===== config.mk =====
export PLATFORM = sky130hd
export DESIGN_NAME = multiturn_encoder_tracker
export DESIGN_NICKNAME = d
export VERILOG_FILES = /design/src/hdl/mte_pkg.sv /design/src/hdl/multiturn_encoder_tracker.sv
export SDC_FILE = /design/constraint.sdc
export NUM_CORES = 2
export LEC_CHECK = 0
export BUFFER_PORTS_ARGS = -buffer_cell sky130_fd_sc_hd__buf_2
export CAP_MARGIN = 40
export CELL_PAD_IN_SITES_DETAIL_PLACEMENT = 0
export CELL_PAD_IN_SITES_GLOBAL_PLACEMENT = 1
export CORE_MARGIN = 2
export CORE_UTILIZATION = 40
export CTS_CLUSTER_DIAMETER = 30
export DETAILED_ROUTE_END_ITERATION = 7
export GPL_TIMING_DRIVEN = 1
export PLACE_DENSITY_LB_ADDON = 0.1
export REMOVE_ABC_BUFFERS = 1
export SYNTH_ARGS = -nofsm -noshare
export SYNTH_HDL_FRONTEND = slang
export SYNTH_SLANG_ARGS = --single-unit

===== constraint.sdc =====
create_clock -name clk -period 6.87 [get_ports clk]
set_input_delay 1.374 -clock clk [delete_from_list [all_inputs] [get_ports clk]]
set_output_delay 1.374 -clock clk [all_outputs]
set_load 0.01 [all_outputs]

===== src/hdl/mte_pkg.sv =====
// Package for the multi-turn encoder tracker.
// Holds the field widths, register indexes and fixed-point constants.
// No dependencies.
package mte_pkg;

  localparam int ANGLE_BITS = 14;
  localparam int WORD_W     = 16;
  localparam int TIME_W     = 32;
  localparam int ROT_W      = 18;
  localparam int ABS_W      = ROT_W + ANGLE_BITS;
  localparam int DATA_W     = 32;
  localparam int MIN_W      = 16;
  localparam int STEP_W     = ANGLE_BITS + 1;
  localparam int SUM_W      = DATA_W + 2;
  localparam int SCALE_W    = 20;
  localparam int NUM_W      = DATA_W + SCALE_W;
  localparam int DIV_STEPS  = DATA_W - 1;
  localparam int CNT_W      = 5;
  localparam int IDX_W      = 2;

  localparam logic signed [STEP_W-1:0] HALF_TURN = STEP_W'(1 << (ANGLE_BITS - 1));
  localparam logic signed [ROT_W-1:0]  ROT_MAX   = {1'b0, {(ROT_W-1){1'b1}}};
  localparam logic signed [ROT_W-1:0]  ROT_MIN   = {1'b1, {(ROT_W-1){1'b0}}};
  localparam logic signed [DATA_W-1:0] S32_MAX   = {1'b0, {(DATA_W-1){1'b1}}};
  localparam logic signed [DATA_W-1:0] S32_MIN   = {1'b1, {(DATA_W-1){1'b0}}};
  localparam logic [SCALE_W-1:0]       US_PER_S  = SCALE_W'(1000000);

  localparam logic [IDX_W-1:0] REG_DIRECTION = 2'd0;
  localparam logic [IDX_W-1:0] REG_OFFSET    = 2'd1;
  localparam logic [IDX_W-1:0] REG_INTERVAL  = 2'd2;

  localparam logic [MIN_W-1:0] INTERVAL_RESET = MIN_W'(100);

endpackage


===== src/hdl/multiturn_encoder_tracker.sv =====
// Multi-turn encoder tracker: angle unwrap, offset and serial velocity divider.
// Depends on mte_pkg.
//
//  channel  | handshake              | payload
//  ---------+------------------------+---------------------------------------------
//  in       | in_valid / in_ready    | angle_word, time_us
//  out      | out_valid / out_ready  | angle_out, velocity_out, turn_count,
//           |                        | velocity_fresh
//  cfg      | cfg_valid / cfg_ready  | cfg_index, cfg_data
//
// One sample at a time. A sample without a velocity update goes through S_TURN,
// S_ABS and S_EMIT; with an update it also passes S_MUL, S_CHK, the 31-step
// restoring divider (one quotient bit per cycle) and S_SIGN, and S_CHK skips the
// divider when the quotient saturates. in_ready returns as the result is registered.
// A finished result waits in the output register while the next sample is taken.
// rst is synchronous; cfg_ready is always high.
module multiturn_encoder_tracker (
  input  logic                               clk,
  input  logic                               rst,
  input  logic                               in_valid,
  output logic                               in_ready,
  input  logic [mte_pkg::WORD_W-1:0]         angle_word,
  input  logic [mte_pkg::TIME_W-1:0]         time_us,
  output logic                               out_valid,
  input  logic                               out_ready,
  output logic signed [mte_pkg::DATA_W-1:0]  angle_out,
  output logic signed [mte_pkg::DATA_W-1:0]  velocity_out,
  output logic signed [mte_pkg::ROT_W-1:0]   turn_count,
  output logic                               velocity_fresh,
  input  logic                               cfg_valid,
  output logic                               cfg_ready,
  input  logic [mte_pkg::IDX_W-1:0]          cfg_index,
  input  logic [mte_pkg::DATA_W-1:0]         cfg_data
);

  typedef enum logic [7:0] {
    S_IDLE = 8'b0000_0001,
    S_TURN = 8'b0000_0010,
    S_ABS  = 8'b0000_0100,
    S_MUL  = 8'b0000_1000,
    S_CHK  = 8'b0001_0000,
    S_DIV  = 8'b0010_0000,
    S_SIGN = 8'b0100_0000,
    S_EMIT = 8'b1000_0000
  } state_t;

  state_t state;

  logic                                direction_reverse;
  logic signed [mte_pkg::DATA_W-1:0]   angle_offset;
  logic [mte_pkg::MIN_W-1:0]           min_interval_us;

  logic [mte_pkg::ANGLE_BITS-1:0]      raw;
  logic [mte_pkg::TIME_W-1:0]          now;
  logic [mte_pkg::ANGLE_BITS-1:0]      last_raw_angle;
  logic signed [mte_pkg::ROT_W-1:0]    rotations;
  logic signed [mte_pkg::ABS_W-1:0]    prev_abs_angle;
  logic [mte_pkg::TIME_W-1:0]          last_velocity_time;
  logic signed [mte_pkg::DATA_W-1:0]   held_velocity;

  logic signed [mte_pkg::DATA_W-1:0]   angle_res;
  logic                                fresh;
  logic                                neg;
  logic [mte_pkg::DATA_W-1:0]          mag;
  logic [mte_pkg::TIME_W-1:0]          dt;
  logic [mte_pkg::NUM_W-1:0]           num;
  logic [mte_pkg::DATA_W-1:0]          rem;
  logic [mte_pkg::DIV_STEPS-1:0]       quo;
  logic [mte_pkg::CNT_W-1:0]           cnt;

  logic signed [mte_pkg::STEP_W-1:0]   step;
  logic signed [mte_pkg::ABS_W-1:0]    abs_angle;
  logic signed [mte_pkg::SUM_W-1:0]    abs_ext;
  logic signed [mte_pkg::SUM_W-1:0]    sum;
  logic signed [mte_pkg::DATA_W:0]     delta;
  logic [mte_pkg::TIME_W-1:0]          dt_now;
  logic [mte_pkg::DATA_W:0]            rem_shift;
  logic                                rem_ge;
  logic                                emit;

  assign in_ready  = (state == S_IDLE);
  assign cfg_ready = 1'b1;
  assign emit      = (state == S_EMIT) && (!out_valid || out_ready);

  assign step      = $signed({1'b0, raw}) - $signed({1'b0, last_raw_angle});
  assign abs_angle = {rotations, last_raw_angle};
  assign abs_ext   = mte_pkg::SUM_W'(abs_angle);
  assign sum       = (direction_reverse ? -abs_ext : abs_ext)
                     + mte_pkg::SUM_W'(angle_offset);
  assign delta     = $signed({abs_angle[mte_pkg::ABS_W-1], abs_angle})
                     - $signed({prev_abs_angle[mte_pkg::ABS_W-1], prev_abs_angle});
  assign dt_now    = now - last_velocity_time;
  assign rem_shift = {rem, quo[mte_pkg::DIV_STEPS-1]};
  assign rem_ge    = rem_shift >= {1'b0, dt};

  always_ff @(posedge clk) begin
    if (rst) begin
      direction_reverse <= 1'b1;
      angle_offset      <= '0;
      min_interval_us   <= mte_pkg::INTERVAL_RESET;
    end else if (cfg_valid && cfg_ready) begin
      unique case (cfg_index)
        mte_pkg::REG_DIRECTION: direction_reverse <= cfg_data[0];
        mte_pkg::REG_OFFSET:    angle_offset      <= $signed(cfg_data);
        mte_pkg::REG_INTERVAL:  min_interval_us   <= cfg_data[mte_pkg::MIN_W-1:0];
        default: ;
      endcase
    end
  end

  always_ff @(posedge clk) begin
    if (rst) begin
      state              <= S_IDLE;
      last_raw_angle     <= '0;
      rotations          <= '0;
      prev_abs_angle     <= '0;
      last_velocity_time <= '0;
      held_velocity      <= '0;
      out_valid          <= 1'b0;
    end else begin
      if (emit) begin
        out_valid <= 1'b1;
      end else if (out_ready) begin
        out_valid <= 1'b0;
      end
      unique case (state)
        S_IDLE: begin
          if (in_valid) begin
            raw   <= angle_word[mte_pkg::ANGLE_BITS-1:0];
            now   <= time_us;
            state <= S_TURN;
          end
        end
        S_TURN: begin
          prev_abs_angle <= abs_angle;
          last_raw_angle <= raw;
          if (step > mte_pkg::HALF_TURN) begin
            if (rotations > mte_pkg::ROT_MIN) rotations <= rotations - mte_pkg::ROT_W'(1);
          end else if (step < -mte_pkg::HALF_TURN) begin
            if (rotations < mte_pkg::ROT_MAX) rotations <= rotations + mte_pkg::ROT_W'(1);
          end
          state <= S_ABS;
        end
        S_ABS: begin
          if (sum[mte_pkg::SUM_W-1:mte_pkg::DATA_W-1] == '0 ||
              sum[mte_pkg::SUM_W-1:mte_pkg::DATA_W-1] == '1) begin
            angle_res <= sum[mte_pkg::DATA_W-1:0];
          end else begin
            angle_res <= sum[mte_pkg::SUM_W-1] ? mte_pkg::S32_MIN : mte_pkg::S32_MAX;
          end
          neg   <= delta[mte_pkg::DATA_W] ^ direction_reverse;
          mag   <= delta[mte_pkg::DATA_W] ? mte_pkg::DATA_W'(-delta)
                                          : delta[mte_pkg::DATA_W-1:0];
          dt    <= dt_now;
          fresh <= 1'b0;
          state <= S_EMIT;
          if (dt_now >= mte_pkg::TIME_W'(min_interval_us) && dt_now != '0) begin
            fresh              <= 1'b1;
            last_velocity_time <= now;
            state              <= S_MUL;
          end
        end
        S_MUL: begin
          num   <= mte_pkg::NUM_W'(mag) * mte_pkg::NUM_W'(mte_pkg::US_PER_S);
          state <= S_CHK;
        end
        S_CHK: begin
          if (mte_pkg::TIME_W'(num[mte_pkg::NUM_W-1:mte_pkg::DIV_STEPS]) >= dt) begin
            held_velocity <= neg ? mte_pkg::S32_MIN : mte_pkg::S32_MAX;
            state         <= S_EMIT;
          end else begin
            rem   <= mte_pkg::DATA_W'(num[mte_pkg::NUM_W-1:mte_pkg::DIV_STEPS]);
            quo   <= num[mte_pkg::DIV_STEPS-1:0];
            cnt   <= mte_pkg::CNT_W'(mte_pkg::DIV_STEPS - 1);
            state <= S_DIV;
          end
        end
        S_DIV: begin
          rem <= rem_ge ? mte_pkg::DATA_W'(rem_shift - {1'b0, dt})
                        : rem_shift[mte_pkg::DATA_W-1:0];
          quo <= {quo[mte_pkg::DIV_STEPS-2:0], rem_ge};
          cnt <= cnt - mte_pkg::CNT_W'(1);
          if (cnt == '0) state <= S_SIGN;
        end
        S_SIGN: begin
          held_velocity <= neg ? -$signed({1'b0, quo}) : $signed({1'b0, quo});
          state         <= S_EMIT;
        end
        S_EMIT: begin
          if (emit) state <= S_IDLE;
        end
        default: state <= S_IDLE;
      endcase
    end
  end

  always_ff @(posedge clk) begin
    if (emit) begin
      angle_out      <= angle_res;
      velocity_out   <= held_velocity;
      turn_count     <= rotations;
      velocity_fresh <= fresh;
    end
  end

endmodule


## Yosys cells after proc, flatten, opt, wreduce, memory -nomap -nowiden

Index checks and enable logic that the tools add are counted.

| operators by class | value |
|---|---|
| $add $sub $neg | 11 |
| multiply operators | 1 |
| order comparisons | 7 |
| equal/unequal tests | 17 |
| mux-type cells | 28 |
| bitwise operators | 2 |
| reduce and logical (&&, ||, !) cells | 25 |

Operators with widths:

| operator | number |
|---|---|
| $mux 32 | 8 |
| $pmux 32 s2 | 2 |
| $mux 18 | 4 |
| $pmux 8 s8 | 1 |
| $sub 32x32->32 | 2 |
| $pmux 31 s2 | 1 |
| $mul 32x14->46 const B | 1 |
| $mux 8 | 5 |
| $add 34x32->34 | 1 |
| $mux 34 | 1 |
| $neg 32->34 | 1 |
| $ge 33x32->1 | 1 |
| $sub 32x32->33 | 1 |
| $ge 21x32->1 | 1 |
| $ge 32x16->1 | 1 |
| $neg 31->32 | 1 |
| $neg 32->32 | 1 |
| $reduce_bool 32->1 | 1 |
| $mux 31 | 1 |
| $add 18x2->18 const B | 1 |
| $gt 18x18->1 const B | 1 |
| $lt 18x18->1 const B | 1 |
| $sub 18x2->18 const B | 1 |
| $gt 15x15->1 const B | 1 |
| 31 further kinds | 51 |

| storage, ports and cells | value |
|---|---|
| register bits after elaboration | 527 |
| input bits | 87 |
| output and inout bits | 86 |

## Longest topological paths before layout

| logic depth | value |
|---|---|
| depth in word-level cells | 6 |
| depth in mapped cells | 25 |
| gate-level depth less buffers | 25 |

## Worst setup path before layout

Ideal clock, no wire load.

| timing | value |
|---|---|
| kind | flip-flop to flip-flop |
| from | reg num[46] (netlist bit) |
| to | reg cnt[0] (netlist bit) (enable) |
| setup time | 0.578 ns |
| data arrival time | 6.704 ns |
| data required time | 6.292 ns |
| path slack | -0.411 ns |
| stages on the path, launching flop included | 10 |
| path buffers | 0 |
| cell sequence | edfxtp_1 ha_1 and4_1 a21oi_1 a21oi_1 a2111oi_0 o21ai_0 a31oi_1 nor2_1 nor3_1 |

| between the ends | value |
|---|---|
| cells in the longest elaborated chain, start to end | 3 |

Ends and longest elaborated chain:

| item | RTL line | source |
|---|---|---|
| from (decl) | multiturn_encoder_tracker.sv:66 | `logic [mte_pkg::NUM_W-1:0] num;` |
| from (signal assigned) | multiturn_encoder_tracker.sv:164 | `num <= mte_pkg::NUM_W'(mag) * mte_pkg::NUM_W'(mte_pkg::US_PER_S);` |
| $ge 21x32->1 | multiturn_encoder_tracker.sv:168 | `if (mte_pkg::TIME_W'(num[mte_pkg::NUM_W-1:mte_pkg::DIV_STEPS]) >= dt) begin` |
| $ne 2x2->1 (no source line) | -- |  |
| $reduce_and 3->1 (no source line) | -- |  |
| to (signal assigned) | multiturn_encoder_tracker.sv:174 | `cnt <= mte_pkg::CNT_W'(mte_pkg::DIV_STEPS - 1);` |
| to (signal assigned) | multiturn_encoder_tracker.sv:182 | `cnt <= cnt - mte_pkg::CNT_W'(1);` |
| to (decl) | multiturn_encoder_tracker.sv:69 | `logic [mte_pkg::CNT_W-1:0] cnt;` |

Every way passes these cells.
A chain may end at the register's enable or synchronous reset.

## Worst setup path after layout

| timing | value |
|---|---|
| from | reg mag[1] (netlist bit) |
| to | reg num[51] (netlist bit), data pin |

| between the ends | value |
|---|---|
| cells in the longest elaborated chain, start to end | 1 |

Ends and longest elaborated chain:

| item | RTL line | source |
|---|---|---|
| from (decl) | multiturn_encoder_tracker.sv:64 | `logic [mte_pkg::DATA_W-1:0] mag;` |
| from (signal assigned) | multiturn_encoder_tracker.sv:152 | `mag <= delta[mte_pkg::DATA_W] ? mte_pkg::DATA_W'(-delta)` |
| $mul 32x14->46 | multiturn_encoder_tracker.sv:164 |  |

Every way passes these cells.

==> flow_metrics.tcl <==
set metrics [dict create \
    outcome "finished clean" \
    met3_length_mm 3.02 \
    cts.clk_slew.worst_paths_ns 0.05 \
    insertion_delay_ns 0.71 \
    area_growth_pct 19.2 \
    layout-drive-gt1-share 0.134 \
    first_pass_iters 5 \
    top_layer "met4" \
    final_cell_area_um2 44400 \
    pwr_density_cell_nw_per_um2 258 \
    wl_met1_mm 44.8 \
    synthCells 3866 \
    worstSetupStartpointType "flop" \
    cts_root_buf "clkbuf_16" \
    post-place-ws_ns 0.285 \
    ys_seq_area_frac 0.375 \
    critPathMaxFanout 3 \
    cts.sinks 527 \
    swShare 0.251 \
    leakage_uw 0.0185 \
    combPwrFrac 0.132 \
    initial_utilization 0.405 \
    finalSetupViolations 0 \
    rows 111 \
    syn_area_um2 37200 \
    synth_warnings 0 \
    wire_per_inst_um 17.6 \
    synth.distinct_cells 94 \
    ctsHoldBuffers 0 \
    num_vias 28200 \
    antenna_left 0 \
    crit_type "reg2reg" \
    reg2reg_setup_slack_ns 0.48 \
    routed_via_density 5.17 \
    diodes 0 \
    io_pins 173 \
    grt_use_total 0.205 \
    wl_met2_mm 45.9 \
    synth_edf_count 341 \
    synthArstFlopShare 0 \
    netSwitchingPower_uw 2880 \
    finalNetCount 4687 \
    slew_headroom 0.417 \
    clock.fmax_ghz 0.157 \
    antenna_found_initial 1 \
    yosysTopAreaCell "edfxtp_1" \
    utilization 0.483 \
    hold_viol 0 \
    hold_class "reg2reg" \
    design.die.area_um2 95500 \
    power_frac_seq 0.307 \
    ys_ff_latch 527 \
    power_frac_clock 0.561 \
    dp_hpwl_mm 72.4 \
    rsz0062_at_grt "no" \
    clock_skew_ns 0.0269 \
    arrival_ns 6.83 \
    grt_pass1_wl_mm 155 \
    crit_path_end_kind "flop" \
    clockBufferDepth 3 \
    post-route-min-period_ns 6.39 \
    cts_tree "done" \
    ir_drop_uv 219 \
    drtIter0Drc 1425 \
    totalWireLength_mm 96.1 \
    drc_errors 0 \
    avgSynthCellArea_um2 9.62 \
    ctsHtreeMaxLevel 4 \
    globalRoute.totalOverflow 0 \
    grt_pass1_vias 28400 \
    synthTopCellsByArea "edfxtp_1 28%, ha_1 12%, dfxtp_1 10%, fa_1 7.6%, a21oi_1 4.4%" \
    fin_crit_sh 0.930 \
    cts_buffers 138 \
    gp_congestion 0.832 \
    p_int_uw 8560 \
    postPlaceCellArea_um2 39700 \
    grt_max_degree 74 \
    yosysTopAreaCellShare 0.275 \
    die_y_um 309 \
    worst_pin_slew_ns 0.869 \
    max_cap_violations 0 \
    required_ns 7.31 \
    setup_slack_ns 0.482 \
    dieWidth_um 309 \
    core_area_um2 91900 \
    io_buffers 169 \
    finalMaxSlewViolations 0 \
    dominantRegCellSynth "edfxtp_1" \
]
[power by group through the flow]
stage,Clock [uW],Combinational (uW),Sequential (uW)
6_report,6410,1520,3510
3_5_place_dp,0,1520,3570
5_1_grt,6730,1710,3510
4_1_cts,6540,1540,3510
3_3_place_gp,0,1520,3570
2_1_floorplan,0,1080,3560
[kinds of logic (layout without fill, tap and decap cells)]
logic type / after synthesis / count (layout) / share of synthesized area
multiplexers: 31 / 31 / 0.00841
AO/OA/AOI/OAI: 995 / 995 / 0.174
adder cells (fa/ha/maj): 493 / 493 / 0.194
flip-flops: 527 / 527 / 0.375
XOR/XNOR: 222 / 222 / 0.0523
other: 1 / 1 / 0.000101
buffers and inverters: 524 / 875 / 0.0543
AND/OR/NAND/NOR: 1073 / 1073 / 0.141
[metrics by stage]
| step | cells | total power (uW) | TNS (ns) | hold WS, ns |
|---|---|---|---|---|
| after floorplan | 3728 | 4640 | -28.02 | 0.400 |
| after global placement | 5203 | 5090 | 0 | 0.402 |
| after detailed placement | 5210 | 5090 | 0 | 0.405 |
| after CTS | 5460 | 11600 | 0 | 0.416 |
| after global routing | 5460 | 11900 | 0 | 0.420 |
| final | 5460 | 11400 | 0 | 0.418 |
[cell usage after synthesis, types with 41 or more instances]
cell      instances
o21a_1           41
ha_1            352
dfxtp_1         186
a21o_1          102
xnor2_1         164
nor3_1           70
xor2_1           58
fa_1            141
inv_1           385
nor2_1          211
o21ai_0         196
nand3_1          48
nand2_1         429
edfxtp_1        341
clkbuf_1        115
a21oi_1         330
[registers in the layout, summed over array words and instances, names as in the netlist, 8 cells and up]
register,count
angle_offset,32
angle_out,32
angle_res,32
dt,32
held_velocity,32
last_raw_angle,14
last_velocity_time,32
mag,32
min_interval_us,16
now,32
num,46
prev_abs_angle,32
quo,31
raw,14
rem,32
rotations,18
state,8
turn_count,18
velocity_out,32
[worst max-delay path, cell delays in order (launching register included)]
cell	delay, ns
edfxtp_1	0.45
fa_1	0.55
inv_1	0.05
fa_1	0.53
inv_1	0.05
fa_1	0.52
inv_1	0.05
fa_1	0.49
inv_1	0.04
ha_1	0.26
inv_1	0.05
fa_1	0.49
inv_1	0.04
ha_1	0.32
o21a_1	0.21
a31oi_1	0.20
a211oi_1	0.10
buf_4	0.16
o2111ai_1	0.35
a311oi_2	0.19
o21ai_1	0.29
o41ai_2	0.13
buf_4	0.15
a21o_1	0.16
a21o_1	0.18
xnor2_1	0.11
[layer usage]
layer | up-vias | GRT usage
li1 | 14300 | -
met1 | 13300 | 0.267
met2 | 413 | 0.346
met3 | 149 | 0.0351
met4 | 0 | 0.0663
met5 | - | 0
[path summary, 6_finish.rpt]
path | cells past startpoint | start | to
worst min register to register | 0 | angle_res[11] | angle_out[11]
worst max-delay path | 25 | mag[1] | num[51]
worst min-delay path | 0 | angle_res[11] | angle_out[11]
worst max register to register | 25 | mag[1] | num[51]
[what timing repair did]
item,4_1_cts,5_1_grt
gates resized for setup,0,3
setup buffers,0,0
setup endpoints to repair,0,1
[placed cells by master, fill, tap and decap left out, drive strengths merged, types with 22 or more instances in the layout]
master,n
clkbuf,167
dfxtp,186
nor2,212
a21o,102
o21ai,204
nand3b,22
a21oi,330
nor3,72
o21bai,23
nand2,430
or3,35
ha,352
xnor2,164
and2,28
and3,22
nor2b,27
fa,141
edfxtp,341
xor2,58
nand3,48
nand2b,32
or4b,33
clkinv,45
o21a,41
a31oi,25
nand4,32
a211oi,31
mux2i,29
inv,393
o31ai,61
buf,238
[area by class of cell]
| cell class | instances | area, um^2 |
|---|---|---|
| flip-flops and latches | 527 | 14000 |
| fillers | 8847 | 47600 |
| clock buffers | 166 | 3680 |
| well taps | 1243 | 1560 |
| repair buffers | 239 | 1430 |
| multi-input cells | 2815 | 21300 |
| inverters | 386 | 1450 |
| clock inverters | 84 | 991 |
Note: power is estimated with default switching activity, not from simulation.
